## src/sab_pkg.sv

```systemverilog
// ----------------------------------------------------------------------------
// sab_pkg
// Shared types and constants of the suffix array and common prefix builder.
// ----------------------------------------------------------------------------
package sab_pkg;

	// default sizes of the stores
	localparam int MAX_LEN_DEF      = 16384;
	localparam int MAX_ALPHABET_DEF = 256;

	// field widths fixed by the port list
	localparam int IDX_W   = 15;
	localparam int SYM_W   = 8;
	localparam int CFG_W   = 9;
	localparam logic [CFG_W-1:0] ALPHA_RESET = 9'd256;

	// command queue between front and back
	localparam int CMD_DEPTH = 4;
	localparam int CMD_PW    = $clog2(CMD_DEPTH);

	typedef enum logic [1:0] {
		OP_LOAD,
		OP_LOAD_LAST,
		OP_QUERY
	} op_t;

	typedef struct packed {
		op_t              op;
		logic [SYM_W-1:0] symbol;
		logic [IDX_W-1:0] rank;
	} cmd_t;

	typedef struct packed {
		logic [IDX_W-1:0] suffix_start;
		logic [IDX_W-1:0] common_prefix;
		logic             table_ready;
	} res_t;

endpackage

```

## src/sab_front.sv

```systemverilog
// ----------------------------------------------------------------------------
// sab_front
// Takes input items, classifies them into commands, queues them for the
// back end, and holds the alphabet size register.
// ----------------------------------------------------------------------------
module sab_front (
	input  logic                      clk,
	input  logic                      arst_n,
	input  logic                      push,
	output logic                      full,
	input  logic                      kind,
	input  logic [sab_pkg::SYM_W-1:0] symbol,
	input  logic                      last,
	input  logic [sab_pkg::IDX_W-1:0] rank_index,
	input  logic                      cfg_valid,
	output logic                      cfg_ready,
	input  logic [sab_pkg::CFG_W-1:0] cfg_data,
	output logic [sab_pkg::CFG_W-1:0] alpha,
	output logic                      cmd_valid,
	output sab_pkg::cmd_t             cmd,
	input  logic                      cmd_pop
);
	import sab_pkg::*;

	cmd_t              fifo_q [CMD_DEPTH];
	logic [CMD_PW-1:0] wr_ptr_q;
	logic [CMD_PW-1:0] rd_ptr_q;
	logic [CMD_PW:0]   cnt_q;
	logic [CFG_W-1:0]  alpha_q;
	cmd_t              cmd_in;
	logic              do_push;
	logic              do_pop;

	// classify the incoming item
	always_comb begin
		cmd_in.symbol = symbol;
		cmd_in.rank   = rank_index;
		if (kind) begin
			cmd_in.op = OP_QUERY;
		end else if (last) begin
			cmd_in.op = OP_LOAD_LAST;
		end else begin
			cmd_in.op = OP_LOAD;
		end
	end

	assign full      = (cnt_q == (CMD_PW+1)'(CMD_DEPTH));
	assign cmd_valid = (cnt_q != '0);
	assign cmd       = fifo_q[rd_ptr_q];
	assign do_push   = push && !full;
	assign do_pop    = cmd_pop && cmd_valid;
	assign cfg_ready = 1'b1;
	assign alpha     = alpha_q;

	// advance queue pointers and occupancy
	always_ff @(posedge clk or negedge arst_n) begin
		if (!arst_n) begin
			wr_ptr_q <= '0;
			rd_ptr_q <= '0;
			cnt_q    <= '0;
		end else begin
			if (do_push) begin
				wr_ptr_q <= wr_ptr_q + 1'b1;
			end
			if (do_pop) begin
				rd_ptr_q <= rd_ptr_q + 1'b1;
			end
			case ({do_push, do_pop})
				2'b10:   cnt_q <= cnt_q + 1'b1;
				2'b01:   cnt_q <= cnt_q - 1'b1;
				default: cnt_q <= cnt_q;
			endcase
		end
	end

	// hold queued commands
	always_ff @(posedge clk) begin
		if (do_push) begin
			fifo_q[wr_ptr_q] <= cmd_in;
		end
	end

	// hold the alphabet size
	always_ff @(posedge clk or negedge arst_n) begin
		if (!arst_n) begin
			alpha_q <= ALPHA_RESET;
		end else if (cfg_valid) begin
			alpha_q <= cfg_data;
		end
	end

endmodule

```

## config.mk

```make
export PLATFORM = sky130hd
export DESIGN_NAME = sab_front
export DESIGN_NICKNAME = d
export VERILOG_FILES = /design/src/sab_pkg.sv /design/src/sab_front.sv
export SDC_FILE = /design/constraint.sdc
export NUM_CORES = 1
export LEC_CHECK = 0
export BUFFER_PORTS_ARGS = -buffer_cell sky130_fd_sc_hd__clkbuf_2
export CAP_MARGIN = 20
export CORE_UTILIZATION = 55
export DETAILED_ROUTE_END_ITERATION = 16
export GPL_ROUTABILITY_DRIVEN = 1
export PLACE_DENSITY = 0.8
export SETUP_SLACK_MARGIN = 0.05
export SLEW_MARGIN = 5
export SYNTH_ARGS = -nofsm -noshare
export SYNTH_HDL_FRONTEND = slang
export SYNTH_SLANG_ARGS = --single-unit
```

## constraint.sdc

```tcl
create_clock -name clk -period 2.38 [get_ports clk]
set_input_delay 0.714 -clock clk [delete_from_list [all_inputs] [get_ports clk]]
set_output_delay 0.714 -clock clk [all_outputs]
set_load 0.01 [all_outputs]
```

======== After elaboration in Yosys (flattened, before gate mapping) ========
Memory sizes are Yosys's and may differ from the RTL's.
Index checks and enable logic that the tools add are counted.
storage, ports and cells
  bits in registers ....................... 16
  latch bits .............................. 0
  RAM bits ................................ 100
  bits in read-only memories .............. 0
  output and inout bits ................... 37
  word-level logic and storage cells ...... 22
  memories kept ........................... 1
cells by class
  $add $sub $neg .......................... 4
  multiply operators ...................... 0
  divide/modulo/power cells ............... 0
  order comparisons ....................... 0
  eq/ne operators ......................... 3
  shift operators ......................... 0
  muxes and demuxes ....................... 5
  bitwise operators ....................... 0
  reduce and logical (&&, ||, !) cells .... 5
memory list
  memory  words  width  read ports  clocked after memory_dff  write ports  line             RTL
  fifo_q  4      25     1           0                         1            sab_front.sv:25  cmd_t fifo_q [CMD_DEPTH];
operator list
  kind                                                  count
  case mux 3 bit (2 select lines)                       1
  adder 2 x 1 -> 2 bit (second input constant)          2
  adder 3 x 1 -> 3 bit (second input constant)          1
  equality test 3 bit (second input constant)           1
  two-way mux 1 bit                                     3
  nonzero test 3 bit                                    1
  subtractor 3 x 1 -> 3 bit (second input constant)     1
  equality test 2 x 1 -> 1 bit (second input constant)  1
  equality test 2 bit (second input constant)           1
  logical AND 1 bit                                     2
  two-way mux 2 bit                                     1
  nonzero test 2 bit                                    1
  logical NOT 1 bit                                     1

======== Logic depth before layout (Yosys ltp) ========
  depth in word-level cells ............... 5
  gate-level depth with buffers ........... 9
  gate-level depth less buffers ........... 9

======== Worst setup path before layout ========
OpenSTA, ideal clock, no wires.
  path kind ............................... input-to-reg
  from .................................... input port push
  to ...................................... memory fifo_q[0][0] (netlist name), enable pin
  library setup time ...................... 384 ps
  arrival ................................. 1618 ps
  data required time ...................... 1996 ps
  slack ................................... 378 ps
  cell stages on the path ................. 2
  cells stage by stage .................... nor2b_2 -> and2_1
on the way
  longest elaborated chain between the ends .. 3
ends and longest elaborated chain
  what                                     line             RTL
  start: declaration                       sab_front.sv:9   input logic push,
  logical AND 1 bit                        sab_front.sv:50  assign do_push = push && !full;
  two-way mux 1 bit                        sab_front.sv:78  if (do_push) begin
  two-way mux 1 bit (implied by the code)  sab_front.sv:79  fifo_q[wr_ptr_q] <= cmd_in;
  end: declaration                         sab_front.sv:25
Every way passes these cells.

==> impl_metrics.tcl <==
set metrics [dict create \
    synth.distinct_cells 25 \
    ys_ff_latch 116 \
    routed_wl_um 7288 \
    cts_buffers 17 \
    power_density_nw_per_um2 1301 \
    hold_path.class "primary input to asynchronous set/reset pin" \
    clk_latency_ns 0.51 \
    grt_first_pass_wirelength_um 11880 \
    place_hpwl_um 4472 \
    htree_levels 4 \
    avgSynthCellArea_um2 23.33 \
    violations "negative setup slack" \
    io_buffers 74 \
    fin_total_pwr_w 0.007334 \
    antenna_found_initial 0 \
    cts_num_sinks 116 \
    diodes 0 \
    fin_nets 336 \
    synth.most_common_cell "edfxtp_1" \
    grt-ovfl-total 0 \
    fin_crit_sh_pct 105.9 \
    yosysTopAreaCellShare_pct 67.76 \
    hold_viol 0 \
    gp_congestion 0.6918 \
    core_area_um2 7767 \
    worstPathArrival_ns 1.81 \
    critPathCaptureType "output pin" \
    status "finished, violations left" \
    die_w_um 91.77 \
    yosysSeqAreaShare_pct 76.82 \
    fp.dieH_um 91.77 \
    netlist_top_cells_area "edfxtp_1, mux4_2, dfrtp_1" \
    synthCells 190 \
    dp_slack_ns 0.2179 \
    synth_edf_count 100 \
    die-area_um2 8421 \
    clk_path_buf_depth 2 \
    drc 0 \
    final_max_slew_viol_count 0 \
    rows 32 \
    synth_area_um2 4432 \
    drt.antenna.violating_nets 0 \
    async_reset_ff_share_pct 13.79 \
    num_vias 2157 \
    max_cap_viol_count 0 \
    cts_tree "done" \
    setup-tns-final_ns -2.814 \
    required_ns 1.67 \
    synthFlopType "edfxtp_1" \
    synth.net_count 235 \
    finalCriticalPeriod_ns 2.521 \
    track_usage_pct 19.91 \
    fin_util_pct 72.58 \
    cts_hold_buf 0 \
    yosysTopAreaCell "edfxtp_1" \
    start_util_pct 57.06 \
    grt_pass1_vias 2415 \
    wl_per_cell_um 17.95 \
    critPathKind "register to output pin" \
    synthToLayoutAreaGrowth_pct 27.22 \
    worstPathMaxFanout 6 \
    setup_ws_ns -0.1406 \
    clk_pin_slew_ns 0.06 \
    skew_ns 0.006377 \
    fmax_ghz 0.3967 \
    cts-root-buf "clkbuf_8" \
    drt_first_iter_violations 76 \
    critPathLaunchType "register" \
    rr_worst_depth 9 \
    synth_common_cells "edfxtp_1, mux4_2, dfrtp_1" \
    leakage_nw 2.131 \
    io_pins 76 \
    synth_warnings 0 \
    final-setup-viol-count 25 \
    grt_max_degree 26 \
    via_per_inst 5.313 \
    rsz0062_at_grt "true" \
    drive_gt1_share_pct 51.97 \
    ir_worst_vdd_uv 787.1 \
    drt_pass1_iterations 4 \
]
sequential cells by signal, indices dropped and copies added (netlist names):
signal,flops
wr_ptr_q,2
cnt_q,3
fifo_q,100
alpha,9
rd_ptr_q,2
worst max-delay path, cell delays in order (launching register included):
cell and delay, ns:
dfrtp_2 0.39, buf_4 0.14, buf_8 0.13, mux4_2 0.50, clkbuf_2 0.14
timing repair:
action | CTS | global route
gates cloned | 1 | 0
resized for setup | 11 | 1
setup buffers | 6 | 0
setup endpoints to repair | 25 | 25
hold endpoints to repair | 0 | 0
area by class of cell:
type,instances,area [µm²]
Sequential cell,116,3406
Fill cell,486,2130
Multi-Input combinational cell,60,907.1
Timing Repair Buffer,90,604.3
Clock buffer,17,414.1
Clock inverter,15,156.4
Tap cell,102,127.6
Inverter,6,22.52
through the flow:
| stage | instance area, µm² | cells | hold slack (ns) |
|---|---|---|---|
| after floorplan | 4432 | 190 | 0.4184 |
| after global placement | 4995 | 367 | 0.4896 |
| after detailed placement | 4995 | 367 | 0.4962 |
| after CTS | 5638 | 406 | 0.1099 |
| after global routing | 5638 | 406 | 0.1284 |
| final | 5638 | 406 | 0.1182 |
routing by layer:
metal / share of wire [%] / GRT usage [%]
met2: 53 / 33.27
met1: 41 / 23.55
met5: 0 / 0
met4: 0.51 / 5.859
met3: 5.5 / 8.706
cells in the final DEF, fill, tap and decap left out, types with 2 or more instances in the layout:
cell type and n:
and2_1 4, buf_12 6, buf_4 5, buf_6 3
bufinv_16 2, clkbuf_16 16, clkbuf_2 73, clkinv_2 2
clkinv_4 2, clkinvlp_4 4, dfrtp_1 14, edfxtp_1 100
ha_1 5, inv_1 6, inv_6 4, mux2_2 10
mux4_1 2, mux4_2 23, xnor2_1 3, xor2_1 3
power breakdown:
group	switching, W	internal, W	total (W)
sequential	0.000160	0.00268	0.00284
clock	0.000903	0.00149	0.00240
combinational	0.000992	0.00111	0.00210
total	0.00206	0.00528	0.00733
worst paths after layout:
check / start / to / slack (ns)
hold reg to reg: alpha[5] / alpha[5] / 0.50
max in group asynchronous: arst_n / alpha[8] / 1.94
hold / removal: arst_n / cnt_q[0] / 0.12
setup reg to reg: cnt_q[0] / cnt_q[2] / 0.40
min in group clk: rank_index[14] / fifo_q[2][14] / 0.41
setup / recovery: rd_ptr_q[0] / cmd[18] / -0.14
logic make-up after synthesis:
group                      share of synthesized area, %
adders and majority gates                         1.863
DFF                                               76.82
other                                           0.08462
xor gates and xnor gates                          1.186
buffers and inverters                             2.287
AOI/OAI and AO/OA                                0.1977
and+or+nand+nor                                   1.496
muxes                                             16.06
No activity file was read; power rests on OpenSTA's default activity.
